===== src/fqd_pkg.sv =====
`timescale 1ns / 1ps
// ----------------------------------------------------------------------------
// fqd_pkg: shared constants for the queue with delete
// Sizes of the entry store and codes of the commands.
// ----------------------------------------------------------------------------
package fqd_pkg;

  localparam int DEPTH  = 16;
  localparam int DATA_W = 32;
  localparam int ADDR_W = (DEPTH > 1) ? $clog2(DEPTH) : 1;
  localparam int CNT_W  = $clog2(DEPTH + 1);
  localparam int CMD_W  = 2;

  localparam logic [CMD_W-1:0] CMD_ENQ = 2'd0;
  localparam logic [CMD_W-1:0] CMD_DEQ = 2'd1;
  localparam logic [CMD_W-1:0] CMD_DEL = 2'd2;

endpackage


===== src/fqd_ram.sv =====
`timescale 1ns / 1ps
// ----------------------------------------------------------------------------
// fqd_ram: generic simple dual-port RAM
// One write port and one read port with registered read data.
// ----------------------------------------------------------------------------
module fqd_ram #(
  parameter int WIDTH = 32,
  parameter int DEPTH = 16
) (
  input  logic                                    clk,
  input  logic                                    we,
  input  logic [((DEPTH > 1) ? $clog2(DEPTH) : 1)-1:0] waddr,
  input  logic [WIDTH-1:0]                        wdata,
  input  logic [((DEPTH > 1) ? $clog2(DEPTH) : 1)-1:0] raddr,
  output logic [WIDTH-1:0]                        rdata
);

  logic [WIDTH-1:0] mem [DEPTH];

  always_ff @(posedge clk) begin
    if (we) begin
      mem[waddr] <= wdata;
    end
    rdata <= mem[raddr];
  end

endmodule


===== src/fifo_queue_with_delete.sv =====
`timescale 1ns / 1ps
// ----------------------------------------------------------------------------
// fifo_queue_with_delete: bounded queue of handles with delete by value
// An enqueue or any rejected command goes from the idle state to the finish
// state; a dequeue or delete first passes the scan state, which reads one entry
// per cycle over the live entries from the single read port of the entry RAM.
// One command at a time: a new one is taken only in the idle state.
// Reset empties the queue; no clearing pass is needed.
// ----------------------------------------------------------------------------
module fifo_queue_with_delete (
  input  logic                       clk,
  input  logic                       rst,
  input  logic                       in_valid,
  output logic                       in_ready,
  input  logic [fqd_pkg::CMD_W-1:0]  cmd,
  input  logic [fqd_pkg::DATA_W-1:0] item_value,
  output logic                       out_valid,
  input  logic                       out_ready,
  output logic                       status,
  output logic [fqd_pkg::DATA_W-1:0] head_value,
  output logic [fqd_pkg::CNT_W-1:0]  entry_count
);

  localparam logic [1:0] ST_IDLE = 2'd0;
  localparam logic [1:0] ST_RUN  = 2'd1;
  localparam logic [1:0] ST_FIN  = 2'd2;

  logic [1:0]                   state;
  logic [fqd_pkg::CNT_W-1:0]    count;
  logic [fqd_pkg::CMD_W-1:0]    cmd_q;
  logic [fqd_pkg::DATA_W-1:0]   val_q;
  logic [fqd_pkg::DATA_W-1:0]   head_q;
  logic                         err_q;
  logic                         found;
  logic [fqd_pkg::ADDR_W-1:0]   jidx;

  logic                         we;
  logic [fqd_pkg::ADDR_W-1:0]   waddr;
  logic [fqd_pkg::DATA_W-1:0]   wdata;
  logic [fqd_pkg::ADDR_W-1:0]   raddr;
  logic [fqd_pkg::DATA_W-1:0]   rdata;

  logic                         match;
  logic                         last;
  logic                         enq_ok;
  logic                         scan_ok;

  fqd_ram #(
    .WIDTH(fqd_pkg::DATA_W),
    .DEPTH(fqd_pkg::DEPTH)
  ) u_ram (
    .clk  (clk),
    .we   (we),
    .waddr(waddr),
    .wdata(wdata),
    .raddr(raddr),
    .rdata(rdata)
  );

  assign in_ready = (state == ST_IDLE);
  assign match    = !found && ((cmd_q == fqd_pkg::CMD_DEQ) || (rdata == val_q));
  assign last     = (fqd_pkg::CNT_W'(jidx) == count - 1'b1);
  assign enq_ok   = (cmd == fqd_pkg::CMD_ENQ) && (item_value != '0) &&
                    (count < fqd_pkg::CNT_W'(fqd_pkg::DEPTH));
  assign scan_ok  = (count != '0) &&
                    ((cmd == fqd_pkg::CMD_DEQ) ||
                     ((cmd == fqd_pkg::CMD_DEL) && (item_value != '0)));

  always_comb begin
    we    = 1'b0;
    waddr = jidx - 1'b1;
    wdata = rdata;
    raddr = '0;
    case (state)
      ST_IDLE: begin
        if (in_valid && enq_ok) begin
          we    = 1'b1;
          waddr = count[fqd_pkg::ADDR_W-1:0];
          wdata = item_value;
        end
      end
      ST_RUN: begin
        we    = found;
        raddr = jidx + 1'b1;
      end
      default: begin
        we = 1'b0;
      end
    endcase
  end

  always_ff @(posedge clk) begin
    if (rst) begin
      state     <= ST_IDLE;
      count     <= '0;
      out_valid <= 1'b0;
    end else begin
      if ((state != ST_FIN) && out_valid && out_ready) begin
        out_valid <= 1'b0;
      end
      case (state)
        ST_IDLE: begin
          if (in_valid) begin
            cmd_q  <= cmd;
            val_q  <= item_value;
            head_q <= '0;
            found  <= 1'b0;
            jidx   <= '0;
            if (enq_ok) begin
              count <= count + 1'b1;
              err_q <= 1'b0;
              state <= ST_FIN;
            end else if (scan_ok) begin
              state <= ST_RUN;
            end else begin
              err_q <= 1'b1;
              state <= ST_FIN;
            end
          end
        end
        ST_RUN: begin
          if (match) begin
            found <= 1'b1;
            if (cmd_q == fqd_pkg::CMD_DEQ) begin
              head_q <= rdata;
            end
          end
          if (last) begin
            err_q <= !(found || match);
            if (found || match) begin
              count <= count - 1'b1;
            end
            state <= ST_FIN;
          end else begin
            jidx <= jidx + 1'b1;
          end
        end
        ST_FIN: begin
          if (!out_valid || out_ready) begin
            out_valid   <= 1'b1;
            status      <= err_q;
            head_value  <= err_q ? '0 : head_q;
            entry_count <= count;
            state       <= ST_IDLE;
          end
        end
        default: begin
          state <= ST_IDLE;
        end
      endcase
    end
  end

endmodule


===== config.mk =====
export PLATFORM = sky130hd
export DESIGN_NAME = fifo_queue_with_delete
export DESIGN_NICKNAME = d
export VERILOG_FILES = /design/src/fqd_pkg.sv /design/src/fqd_ram.sv /design/src/fifo_queue_with_delete.sv
export SDC_FILE = /design/constraint.sdc
export NUM_CORES = 1
export LEC_CHECK = 0
export BUFFER_PORTS_ARGS = -buffer_cell sky130_fd_sc_hd__clkbuf_2
export CAP_MARGIN = 40
export CORE_ASPECT_RATIO = 1.1
export CORE_UTILIZATION = 46
export CTS_BUF_LIST = sky130_fd_sc_hd__clkbuf_8
export CTS_CLUSTER_DIAMETER = 200
export DETAILED_ROUTE_END_ITERATION = 6
export GPL_ROUTABILITY_DRIVEN = 0
export PLACE_DENSITY = 0.7
export SYNTH_ARGS = -nofsm -noshare
export SYNTH_HDL_FRONTEND = slang
export SYNTH_SLANG_ARGS = --single-unit

===== constraint.sdc =====
create_clock -name clk -period 5.3 [get_ports clk]
set_clock_uncertainty 0.2 [all_clocks]
set_input_delay 0.265 -clock clk [delete_from_list [all_inputs] [get_ports clk]]
set_output_delay 0.265 -clock clk [all_outputs]
set_load 0.1 [all_outputs]

==> Yosys cells after proc, flatten, opt, wreduce, memory -nomap -nowiden <==
Memory sizes are Yosys's and may differ from the RTL's. A register that Yosys moved wholly into a read port is not among the register bits.
Index checks and enable logic that the tools add are counted.
{ "totals": {"register_bits": 118, "mem_bits_rw": 512, "inputBits": 38, "out_inout_bits": 40, "elab_cells": 102, "mem_count": 1} }
{ "classes": {"n_addsub": 4, "magnitude_cmp": 1, "eq_ne": 17, "mux": 38, "bitwise_logic": 1, "n_reduce_logical": 28} }
{ "memory_table": {"columns": ["name", "words", "width", "read_ports", "rd_clocked_by_memory_dff", "write_ports", "line", "rtl"], "rows": [
  ["u_ram.mem", 16, 32, 1, 1, 1, "fqd_ram.sv:18", "logic [WIDTH-1:0] mem [DEPTH];"]
]} }
{ "op_table": {"columns": ["op", "count"], "rows": [
  ["32-bit 2-to-1 mux", 5],
  ["32-bit one-hot mux with 2 select lines", 1],
  ["32-bit == test", 1],
  ["32-bit nonzero test", 1],
  ["4-bit 2-to-1 mux", 5],
  ["5-bit 2-to-1 mux", 4],
  ["2-bit inequality test, second input constant", 8],
  ["5-bit AND reduction", 3],
  ["1-bit 2-to-1 mux", 12],
  ["2-bit 2-to-1 mux", 5],
  ["5-bit one-hot mux with 2 select lines", 1],
  ["3-bit AND reduction", 3],
  ["1-bit logical AND", 8],
  ["4-bit one-hot mux with 2 select lines", 1],
  ["4-bit AND reduction", 2],
  ["2-bit by 1-bit == test with 1-bit output, second input constant", 3],
  ["1-bit one-hot mux with 2 select lines", 3],
  ["2-bit one-hot mux with 3 select lines", 1],
  ["5-bit by 1-bit adder with 5-bit output, second input constant", 1],
  ["4-bit by 5-bit == test with 1-bit output", 1],
  ["5-bit less-than comparator, second input constant", 1],
  ["5-bit nonzero test", 1],
  ["5-bit by 1-bit subtractor with 5-bit output, second input constant", 1],
  ["4-bit by 1-bit adder with 4-bit output, second input constant", 1],
  ["9 further kinds", 16]
]} }

==> Longest topological paths before layout <==
Gate-level depths: netlist (run 1).
{ "depth": {"word_depth": 8, "ltp_mapped": 11, "depth_no_buf": 8} }

==> Modules after synthesis <==
A second synthesis (run 1) with hierarchy kept.
{ "unflattened": {"cells_unflattened": 1236, "area_unflattened_um2": 25288.0} }
{ "by_module_without_submodules": {"columns": ["module", "instances", "cells_each", "area_per_inst_um2", "seq_area_each_um2"], "rows": [
  ["fqd_ram", 1, 838, 19835.3, 16015.4],
  ["fifo_queue_with_delete", 1, 398, 5452.7, 3463.3]
]} }

==> Worst setup path before layout (run 1) <==
No wires, ideal clock.
{ "synth_timing": {"path_kind": "register -> register", "from": "register out_valid", "to": "register entry_count[0] in the netlist's numbering, enable pin", "setup_time_ns": 0.481, "t_arrival_ns": 3.575, "required_ns": 4.619, "setup_slack_ns": 1.044, "stages_incl_launch_ff": 3, "path_buffers": 0, "period_less_slack_ns": 4.256, "path_cell_list": "dfxtp_1 nor2b_1 nor3_1"} }
{ "synth_via": {"elab_chain_cells": 3} }
{ "synth_rtl": {"columns": ["item", "line", "rtl"], "rows": [
  ["from (decl)", "fifo_queue_with_delete.sv:17", "output logic out_valid,"],
  ["from (signal assigned)", "fifo_queue_with_delete.sv:96", "out_valid <= 1'b0;"],
  ["from (signal assigned)", "fifo_queue_with_delete.sv:99", "out_valid <= 1'b0;"],
  ["from (signal assigned)", "fifo_queue_with_delete.sv:140", "out_valid <= 1'b1;"],
  ["1-bit logical NOT", "fifo_queue_with_delete.sv:139", "if (!out_valid || out_ready) begin"],
  ["1-bit logical OR", "fifo_queue_with_delete.sv:139", null],
  ["3-bit AND reduction (no source line)", null, null],
  ["to (signal assigned)", "fifo_queue_with_delete.sv:143", "entry_count <= count;"],
  ["to (decl)", "fifo_queue_with_delete.sv:21", "output logic [fqd_pkg::CNT_W-1:0] entry_count"]
]} }
No other way between the ends.
A chain may end at the register's enable or synchronous reset.

==> Worst setup path in the final report (run 1) <==
{ "layout_timing": {"from": "register jidx[0] in the netlist's numbering", "to": "memory u_ram.mem[7][29], enable pin"} }
{ "layout_via": {"elab_chain_cells": 3} }
{ "layout_rtl": {"columns": ["item", "line", "rtl"], "rows": [
  ["from (decl)", "fifo_queue_with_delete.sv:35", "logic [fqd_pkg::ADDR_W-1:0] jidx;"],
  ["from (signal assigned)", "fifo_queue_with_delete.sv:135", "jidx <= jidx + 1'b1;"],
  ["4-bit by 1-bit subtractor with 4-bit output *", "fifo_queue_with_delete.sv:71", "waddr = jidx - 1'b1;"],
  ["4-bit 2-to-1 mux", "fifo_queue_with_delete.sv:76", "if (in_valid && enq_ok) begin"],
  ["4-bit 2-to-1 mux *", "fifo_queue_with_delete.sv:74", "case (state)"],
  ["to (decl)", "fqd_ram.sv:18", null]
]} }
Mark *: on every way between the ends. The rest lies on a longest branch, timed or not.

==> summary.md, run 1 <==
| Metric | Value |
|---|---|
| Ports | 78 |
| DIE WIDTH | 227 µm |
| Pwr/cell area | 388 nW/µm² |
| Filler cells | 4,239 |
| Final net count | 1,559 |
| Cell taking the most area after synthesis | edfxtp_1 |
| CTS sink count | 662 |
| DP Cell Count | 2,112 |
| Worst-margin pin slew | 0.934 ns |
| F_max | 258 MHz |
| Inserted Clock Buffers | 99 |
| Worst min-delay path class | primary input to flip-flop |
| # H-tree levels | 3 |
| Clk_lat worst skew | 0.68 ns |
| Worst Setup End Kind | flip-flop |
| Routed Antenna Nets | 0 |
| First-pass GRT wire length | 85.5 mm |
| Post-synth top flop | edfxtp_1 |
| Critical path arrival | 4.03 ns |
| Via/cell ratio | 5.62 |
| Setup-failing EPs final | 0 |
| Initial antenna violation count | 5 |
| #FFs+latches synth | 662 |
| Placement Rows | 90 |
| IR drop worst, VDD | 0.176 mV |
| Final Util | 54.1% |
| Netlist Area Pre-Place | 25,700 µm² |
| Die Ht | 250 µm |
| Syn Area/Cell | 19.4 µm² |
| TNS Setup | 0 ns |
| Async set-reset flop share out of synthesis | 0% |
| Core area | 55,000 µm² |
| Crit path from | jidx[0] |
| Worst reg2reg path startpoint | jidx[0] |
| LEAKAGE | 9.65 nW |
| Max Buffers Root-to-Sink | 3 |
| Residual DRC | 0 |
| Final Non-Filler Cells | 2,339 |
| Post-Route WL | 57.9 mm |
| Synth top area cells | edfxtp_1, mux4_2, dfxtp_1 |
| Area grow syn2layout | 15.8% |
| Pins Over Slew Limit | 0 |
| Slew HR | 37.4% |
| Grt total ovfl | 0 |
| Synthesis Warnings | 0 |
| Area share of the largest cell type after synthesis | 72.8% |
| Vias in the first global route | 13,400 |
| # Post-CTS Setup Buffers | 0 |
| CTS clk-pin slew, worst paths | 0.07 ns |
| First DRT Iteration DRCs | 1,526 |
| Mapped Cells | 1,324 |
| Die area | 56,700 µm² |
| Share of the yosys chip area belonging to registers | 75.9% |
| Syn nets | 1,367 |
| 1st-pass router iterations | 6 |
| Crit start category | flip-flop |
| Crit-path max FO | 27 |
| Max-cap violation count | 0 |
| Largest net degree at the start of global routing | 66 |
| Count of cell types in the netlist | 46 |
| Vias | 13,200 |
| Total GRT Usage | 21.0% |
| Final Critical Period | 3.88 ns |
| DP Wirelength | 37.5 mm |
| Hold_sp | item_value[28] |
| Layout cells sized above 1 | 28.3% |
| Port bufs | 77 |
| RSZ-0062 raised after global routing | no |
| CTS tree | built |
| Post-synth EDFFs | 622 |
| Fin. Hold Viols | 0 |
| Power Total | 11.5 mW |
| Initial Utilization | 46.7% |
| Root Buffer | clkbuf_8 |
| Data required, critical path | 5.45 ns |
| Wire length per cell after detailed routing | 24.7 µm |
| Run status | finished clean |
| CP Class | flip-flop to flip-flop |
| Final period util | 73.3% |
-- cell families (layout without fill, tap and decap cells) --
group	Yosys count	after routing	share of synthesized area (%)
adder cells (fa/ha/maj)	5	5	0.244
AO/OA/AOI/OAI	107	107	2.79
flip-flops	662	662	75.9
XOR/XNOR	43	43	1.47
buffers and inverters	79	357	1.43
multiplexers	164	164	12.8
AND/OR/NAND/NOR	264	264	5.36
other	0	1	0
-- flip-flops by register name (all words and copies together), names as in the netlist, 2 cells and up --
| signal | flops |
|---|---|
| head_q | 32 |
| cmd_q | 2 |
| state | 2 |
| jidx | 4 |
| count | 5 |
| u_ram.mem | 512 |
| u_ram.rdata | 32 |
| entry_count | 5 |
| head_value | 32 |
| val_q | 32 |
-- routing by layer --
metal / track usage [%] / part of all wire [%] / vias up
li1: - / - / 5694
met1: 27.6 / 39 / 6754
met2: 33.6 / 49 / 600
met3: 4.77 / 8.5 / 104
met4: 8.99 / 3.5 / 4
met5: 0 / 0.048 / -
-- per-stage QoR --
| stage | instance area (µm²) | worst slack (ns) | hold WS [ns] |
|---|---|---|---|
| CTS | 29700 | 1.40 | 0.133 |
| global placement | 27200 | 1.46 | 0.282 |
| detailed placement | 27300 | 1.41 | 0.288 |
| floorplan | 25700 | 1.04 | 0.164 |
| global route | 29700 | 1.19 | 0.167 |
| finish | 29700 | 1.42 | 0.174 |
-- area by class of cell --
class | count | area, µm² | area share, %
antenna | 1 | 2.50 | 0.00842
clock buffer | 116 | 1600 | 5.37
inverter | 10 | 40.0 | 0.135
multi-input combinational | 583 | 6040 | 20.3
timing repair buffer | 160 | 1200 | 4.05
tap | 736 | 921 | 3.10
sequential | 662 | 19500 | 65.5
clock inverter | 71 | 445 | 1.50
-- path summary, 6_finish.rpt --
check,cells after the start,end,slack (ns)
worst max-delay path,7,u_ram.mem[7][29],1.42
worst min-delay path,2,val_q[28],0.17
worst min register to register,1,head_value[27],0.33
worst max register to register,7,u_ram.mem[7][29],1.42
-- cell usage in the layout (no fill, tap or decap), types with 23 or more instances in the layout --
master,instances
nand2_1,83
inv_1,37
dfxtp_1,40
clkbuf_8,116
mux2_2,32
dlygate4sd3_1,39
a31oi_1,33
clkbuf_2,77
nor2b_1,37
edfxtp_1,622
and2_1,66
buf_4,38
nor2_1,23
a211oi_1,33
mux4_2,128
xor2_1,36
-- cells in the mapped netlist, types with 26 or more instances --
| master | n |
|---|---|
| edfxtp_1 | 622 |
| mux4_2 | 128 |
| nand2_1 | 84 |
| and2_1 | 66 |
| dfxtp_1 | 40 |
| clkbuf_1 | 38 |
| nor2b_1 | 37 |
| xor2_1 | 36 |
| a211oi_1 | 33 |
| a31oi_1 | 33 |
| mux2_2 | 32 |
| nor2_1 | 26 |
-- critical path, stage by stage, from the launching register on --
cell      delay, ns
edfxtp_1       0.60
inv_4          0.50
ha_1           0.34
nand3b_1       0.18
nor2_1         0.31
a21oi_1        0.26
a21oi_4        0.77
buf_4          0.38
-- repair_timing --
item                      CTS  global route
gates resized for setup     0             0
hold endpoints to repair   52             0
hold buffers               39             0
-- power breakdown --
group	internal, mW	leakage (nW)	switching, mW	total, mW
sequential	6.07	5.97	0.115	6.19
clock	2.25	1.15	1.92	4.17
combinational	0.369	2.52	0.802	1.17
No activity file was read; power rests on OpenSTA's default activity.
==> inputs of run 2 (changes only) <==
==> constraint.sdc (replaced) <==
create_clock -name clk -period 3.8 [get_ports clk]
set_clock_uncertainty 0.2 [all_clocks]
set_input_delay 0.19 -clock clk [delete_from_list [all_inputs] [get_ports clk]]
set_output_delay 0.19 -clock clk [all_outputs]
set_load 0.1 [all_outputs]
==> summary.md, run 2 (synthesis results as in run 1) <==
| Metric | Value |
|---|---|
| Run status | finished clean (unchanged) |
| CTS sink count | 662 (unchanged) |
| WL met3 | 3.71 mm (was 4.94 mm) |
| Worst min-delay path class | primary input to flip-flop (unchanged) |
| Largest net degree at the start of global routing | 66 (unchanged) |
| 1st-pass router iterations | 5 (was 6) |
| F_max | 305 MHz (was 258 MHz) |
| CTS clk-pin slew, worst paths | 0.06 ns (was 0.07 ns) |
| Worst-margin pin slew | 0.924 ns (was 0.934 ns) |
| Inserted Clock Buffers | 96 (was 99) |
| DP Wirelength | 32.7 mm (was 37.5 mm) |
| Pwr/cell area | 522 nW/µm² (was 388 nW/µm²) |
| Residual DRC | 0 (unchanged) |
| Most frequent cells in the layout | edfxtp_1, mux4_2, clkbuf_8 (unchanged) |
| Hold_sp | item_value[15] (was item_value[28]) |
| Core area | 55,000 µm² (unchanged) |
| Slowest-stage cell, CP | dfxtp_1 (was a21oi_4) |
| Worst reg2reg path startpoint | count[0] (was jidx[0]) |
| Die area | 56,700 µm² (unchanged) |
| # H-tree levels | 3 (unchanged) |
| Reg2Reg Depth | 9 (was 7) |
| Post-Route WL | 55.9 mm (was 57.9 mm) |
| IR drop worst, VDD | 0.227 mV (was 0.176 mV) |
| LEAKAGE | 9.61 nW (was 9.65 nW) |
| Pins Over Slew Limit | 0 (unchanged) |
| Setup ws final | 0.517 ns (was 1.42 ns) |
| Hold EP | val_q[15] (was val_q[28]) |
| Layout cells sized above 1 | 27.0% (was 28.3%) |
| Grt total ovfl | 0 (unchanged) |
| Top Metal Used | met5 (unchanged) |
| Worst Setup End Kind | flip-flop (unchanged) |
| Data required, critical path | 4.15 ns (was 5.45 ns) |
| Root Buffer | clkbuf_8 (unchanged) |
| Max-cap violation count | 0 (unchanged) |
| Largest Register | u_ram.mem (unchanged) |
| Hold_ws | 0.0957 ns (was 0.174 ns) |
| TNS Setup | 0 ns (unchanged) |
| Crit start category | flip-flop (unchanged) |
| Total GRT Usage | 20.3% (was 21.0%) |
| Via/cell ratio | 5.56 (was 5.62) |
| Fin. Hold Viols | 0 (unchanged) |
| Area grow syn2layout | 15.3% (was 15.8%) |
| Wire length per cell after detailed routing | 24.0 µm (was 24.7 µm) |
| Largest register FFs | 512 (unchanged) |
| Slew HR | 38.4% (was 37.4%) |
| Setup-failing EPs final | 0 (unchanged) |
| Clk_lat worst skew | 0.69 ns (was 0.68 ns) |
| Worst R2R Setup Slack | 0.52 ns (was 1.42 ns) |
| Final net count | 1,553 (was 1,559) |
| RR Endpoint | state[0] (was u_ram.mem[7][29]) |
| CTS tree | built (unchanged) |
| Initial Utilization | 46.7% (unchanged) |
| Final Util | 53.8% (was 54.1%) |
| CP Cell Sequence | inv_1 > ha_1 > o21ba_1 > a221o_1 > a211oi_2 > nor2_1 > a32oi_1 > nor3_1 > dlygate4sd3_1 (was inv_4 > ha_1 > nand3b_1 > nor2_1 > a21oi_1 > a21oi_4 > buf_4) |
| Ports | 78 (unchanged) |
| First-pass GRT wire length | 83.3 mm (was 85.5 mm) |
| Metal-1 WL | 22.8 mm (was 22.5 mm) |
| First DRT Iteration DRCs | 1,315 (was 1,526) |
| RSZ-0062 raised after global routing | no (unchanged) |
| Max Buffers Root-to-Sink | 3 (unchanged) |
| Most common cell after layout, fill and taps aside | edfxtp_1 (unchanged) |
| Vias in the first global route | 13,000 (was 13,400) |
| Die Ht | 250 µm (unchanged) |
| Routed Antenna Nets | 0 (unchanged) |
| Hold Path Depth | 2 (unchanged) |
| Final period util | 86.4% (was 73.3%) |
| Design area | 29,600 µm² (was 29,700 µm²) |
| Slowest cell delay on critical path | 0.59 ns (was 0.77 ns) |
| Port bufs | 77 (unchanged) |
| WL met2 | 27.9 mm (was 28.4 mm) |
| Initial antenna violation count | 4 (was 5) |
| Placed Area | 27,400 µm² (was 27,300 µm²) |
| Final Critical Period | 3.28 ns (was 3.88 ns) |
| Critical path arrival | 3.63 ns (was 4.03 ns) |
| Pre-CTS setup slack | 0.564 ns (was 1.41 ns) |
| CTS resizes | 0 (unchanged) |
| Crit-path max FO | 10 (was 27) |
| Placement Rows | 90 (unchanged) |
| CP Class | flip-flop to flip-flop (unchanged) |
| Vias | 13,000 (was 13,200) |
| DIE WIDTH | 227 µm (unchanged) |
-- run 2: cell count changes in the layout (fill, tap and decap cells not counted), sizes merged --
cell / change
inv: +20
clkinv: -11
clkbuf: -7
bufinv: -4
buf: -3
clkinvlp: -4
-- run 2: per-layer routing --
metal / vias up / track usage [%]
met1: 6671 / 27.8
met5: - / 0
li1: 5679 / -
met3: 93 / 3.39
met4: 2 / 7.80
met2: 519 / 32.7
-- run 2: worst max-delay path by stage --
stage	slack, ns	start	to
6_report	0.52	count[0]	state[0]
5_1_grt	0.37	count[0]	state[0]
4_1_cts	0.54	count[0]	state[0]
3_5_place_dp	0.56	jidx[0]	u_ram.mem[5][8]
3_3_place_gp	0.63	count[0]	count[2]
2_1_floorplan	-0.37	jidx[0]	u_ram.mem[6][0]
-- run 2: where the power goes --
group	leakage (nW)	internal [mW]	total (mW)	switching, mW
combinational	2.51	0.516	1.49	0.973
sequential	5.97	8.46	8.66	0.200
clock	1.12	2.70	5.30	2.60
total	9.61	11.7	15.5	3.77
-- run 2: worst max-delay path: cells and delay by family (launching register included) --
family / cells / cell delay [ns]
flops: 1 / 0.59
fa+ha+maj: 1 / 0.34
compound gates: 4 / 1.01
buf+inv: 2 / 0.79
simple gates: 2 / 0.22
-- run 2: what timing repair did --
item                      CTS  global route
setup buffers               0             0
hold endpoints to repair  561             0
hold buffers               39             0
-- run 2: metrics by stage --
step                cells  total power [mW]
detailed placement   2108              10.3
CTS                  2328              15.6
global route         2330              16.0
floorplan            1324              9.73
finish               2330              15.5
global placement     2107              10.2
-- run 2: area by class of cell --
| class | instances | area [µm²] |
|---|---|---|
| Sequential cell | 662 | 19500 |
| Antenna cell | 1 | 2.50 |
| Tap cell | 736 | 921 |
| Clock inverter | 72 | 337 |
| Inverter | 10 | 40.0 |
| Fill cell | 4259 | 25400 |
| Multi-Input combinational cell | 583 | 6040 |
| Clock buffer | 109 | 1500 |
| Timing Repair Buffer | 157 | 1270 |
==> inputs of run 3 (changes only) <==
--- a/config.mk
+++ b/config.mk
@@ -13,7 +13,7 @@
 export CTS_CLUSTER_DIAMETER = 200
 export DETAILED_ROUTE_END_ITERATION = 6
 export GPL_ROUTABILITY_DRIVEN = 0
-export PLACE_DENSITY = 0.7
 export SYNTH_ARGS = -nofsm -noshare
 export SYNTH_HDL_FRONTEND = slang
+export SYNTH_HIERARCHICAL = 1
 export SYNTH_SLANG_ARGS = --single-unit
==> summary.md, run 3 <==
| Metric | Value |
|---|---|
| F_max | 282 MHz (was 305 MHz) |
| Most common cell after layout, fill and taps aside | edfxtp_1 (unchanged) |
| First DRT Iteration DRCs | 1,112 (was 1,315) |
| Fin. Hold Viols | 0 (unchanged) |
| Largest net degree at the start of global routing | 70 (was 66) |
| Area share of the largest cell type after synthesis | 73.9% (was 72.8%) |
| Max Buffers Root-to-Sink | 3 (unchanged) |
| Vias in the first global route | 13,300 (was 13,000) |
| Async set-reset flop share out of synthesis | 0% (unchanged) |
| Core area | 54,000 µm² (was 55,000 µm²) |
| WL met2 | 29.0 mm (was 27.9 mm) |
| Crit path from | item_value[6] (was count[0]) |
| Max-cap violation count | 0 (unchanged) |
| Worst reg2reg path startpoint | count[4] (was count[0]) |
| RSZ-0062 raised after global routing | no (unchanged) |
| Wire length per cell after detailed routing | 25.8 µm (was 24.0 µm) |
| Die area | 55,900 µm² (was 56,700 µm²) |
| DP Wirelength | 38.3 mm (was 32.7 mm) |
| Hold_sp | item_value[13] (was item_value[15]) |
| Syn Area/Cell | 20.5 µm² (was 19.4 µm²) |
| Filler cells | 4,100 (was 4,259) |
| Residual DRC | 0 (unchanged) |
| Synthesis Warnings | 6 (was 0) |
| Setup-failing EPs final | 0 (unchanged) |
| Routed Antenna Nets | 0 (unchanged) |
| FF/Latch Area | 19,500 µm² (unchanged) |
| Run status | finished clean (unchanged) |
| 1st-pass router iterations | 5 (unchanged) |
| Final Critical Period | 3.55 ns (was 3.28 ns) |
| First-pass GRT wire length | 88.6 mm (was 83.3 mm) |
| Share of the yosys chip area belonging to registers | 77.0% (was 75.9%) |
| Count leader, synth | edfxtp_1 (unchanged) |
| Count of cell types in the netlist | 46 (unchanged) |
| Top Metal Used | met5 (unchanged) |
| Via/cell ratio | 5.56 (about the same) |
| CTS clk-pin slew, worst paths | 0.06 ns (about the same) |
| Largest Register | u_ram/mem (was u_ram.mem) |
| Layout cells sized above 1 | 31.2% (was 27.0%) |
| Vias | 13,000 (about the same) |
| CP Class | primary input to flip-flop (was flip-flop to flip-flop) |
| Die Ht | 248 µm (was 250 µm) |
| Initial antenna violation count | 2 (was 4) |
| Synth top area cells | edfxtp_1, mux4_2, dfxtp_1 (unchanged) |
| Pwr/cell area | 487 nW/µm² (was 522 nW/µm²) |
| Inserted Clock Buffers | 103 (was 96) |
| CTS sink count | 662 (unchanged) |
| Final net count | 1,558 (was 1,553) |
| IR drop worst, VDD | 0.290 mV (was 0.227 mV) |
| Metal-1 WL | 26.1 mm (was 22.8 mm) |
| Final period util | 93.4% (was 86.4%) |
| Ports | 78 (unchanged) |
| Crit-path max FO | 16 (was 10) |
| Critical path arrival | 3.72 ns (was 3.63 ns) |
| Placement Rows | 89 (was 90) |
| Slew HR | 54.2% (was 38.4%) |
| DIE WIDTH | 226 µm (was 227 µm) |
| #FFs+latches synth | 662 (unchanged) |
| Crit start category | primary input (was flip-flop) |
| Grt total ovfl | 0 (unchanged) |
| CTS tree | built (unchanged) |
| Cell taking the most area after synthesis | edfxtp_1 (unchanged) |
| Clk_lat worst skew | 0.70 ns (was 0.69 ns) |
| TNS Setup | 0 ns (unchanged) |
| Worst min-delay path class | primary input to flip-flop (unchanged) |
| Worst-margin pin slew | 0.687 ns (was 0.924 ns) |
| Netlist Area Pre-Place | 25,300 µm² (was 25,700 µm²) |
| Pins Over Slew Limit | 0 (unchanged) |
| Post-synth EDFFs | 622 (unchanged) |
| Multi-input gate area | 5720 µm² (was 6040 µm²) |
| CTS resizes | 0 (unchanged) |
| Syn nets | 1,278 (was 1,367) |
| Area grow syn2layout | 19.8% (was 15.3%) |
| LEAKAGE | 10.1 nW (was 9.61 nW) |
| Initial Utilization | 46.8% (was 46.7%) |
| Post-Route WL | 60.3 mm (was 55.9 mm) |
| Power Total | 14.7 mW (was 15.5 mW) |
| Root Buffer | clkbuf_8 (unchanged) |
| WL met3 | 3.77 mm (was 3.71 mm) |
| Largest register FFs | 512 (unchanged) |
| Total GRT Usage | 22.4% (was 20.3%) |
| Data required, critical path | 3.97 ns (was 4.15 ns) |
| # H-tree levels | 3 (unchanged) |
| Worst Setup End Kind | flip-flop (unchanged) |
| Post-synth top flop | edfxtp_1 (unchanged) |
| Commonest cells in the synthesized netlist | edfxtp_1, mux4_2, a22oi_1 (was edfxtp_1, mux4_2, nand2_1) |
| Port bufs | 77 (unchanged) |
| Most frequent cells in the layout | edfxtp_1, mux4_2, clkbuf_8 (unchanged) |
| Mapped Cells | 1,236 (was 1,324) |
[run 3: final cells by class]
| cell class | instances | area share (%) |
|---|---|---|
| flip-flops and latches | 662 | 64.3 |
| well taps | 728 | 3.01 |
| clock buffers | 113 | 5.14 |
| repair buffers | 236 | 6.98 |
| inverters | 6 | 0.0744 |
| multi-input cells | 507 | 18.9 |
| clock inverters | 81 | 1.59 |
| diodes | 1 | 0.00826 |
[run 3: logic make-up (layout without fill, tap and decap cells)]
kind of cell | Yosys count | count (layout) | synth area share, %
DFF | 662 | 662 | 77.0
AOI/OAI and AO/OA | 90 | 90 | 2.77
other | 0 | 1 | 0
and+or+nand+nor | 207 | 207 | 4.33
adders and majority gates | 4 | 4 | 0.198
xor gates and xnor gates | 42 | 42 | 1.45
muxes | 164 | 164 | 13.0
buffers and inverters | 67 | 436 | 1.21
[run 3: worst paths after layout]
kind / to / slack (ns) / cells after the start
max: u_ram/mem[13][4] / 0.25 / 14
min: val_q[13] / 0.05 / 2
min reg2reg: head_value[9] / 0.33 / 1
max reg2reg: u_ram/mem[9][5] / 0.60 / 7
[run 3: metal layers]
layer	up-vias	GRT usage (%)
met5	-	0
met4	2	7.54
met3	79	4.34
met2	457	35.8
met1	6833	31.2
li1	5600	-
[run 3: repair_timing]
item | in CTS | in global routing
endpoints found under the setup margin | 0 | 0
hold buffers | 39 | 0
setup buffers | 0 | 0
hold endpoints to repair | 537 | 0
[run 3: per-stage QoR]
step	cell area, µm²	std cells	worst slack (ns)	util (%)	hold WS, ns
finish	30300	2334	0.251	56.1	0.0538
CTS	30300	2333	0.254	56.1	0.00836
global route	30300	2334	0.119	56.1	0.0417
global placement	27900	2100	0.106	51.6	0.201
floorplan	25500	1236	0.0337	-	0.0889
detailed placement	27900	2100	0.0813	51.6	0.203
[run 3: where the power goes]
group / internal (mW) / switching, mW
registers: 8.10 / 0.0575
logic: 0.251 / 0.498
clock network: 3.09 / 2.75
[run 3: critical path, cell delays in order]
cell and delay (ns):
dlygate4sd3_1 0.53, clkbuf_2 0.13, nor4_1 0.55, buf_4 0.24
nand4_1 0.20, buf_4 0.24, nor2_1 0.12, or3_2 0.19
nor2_1 0.05, a21oi_1 0.32, nand3_1 0.28, buf_4 0.25
nor2_4 0.19, buf_12 0.20
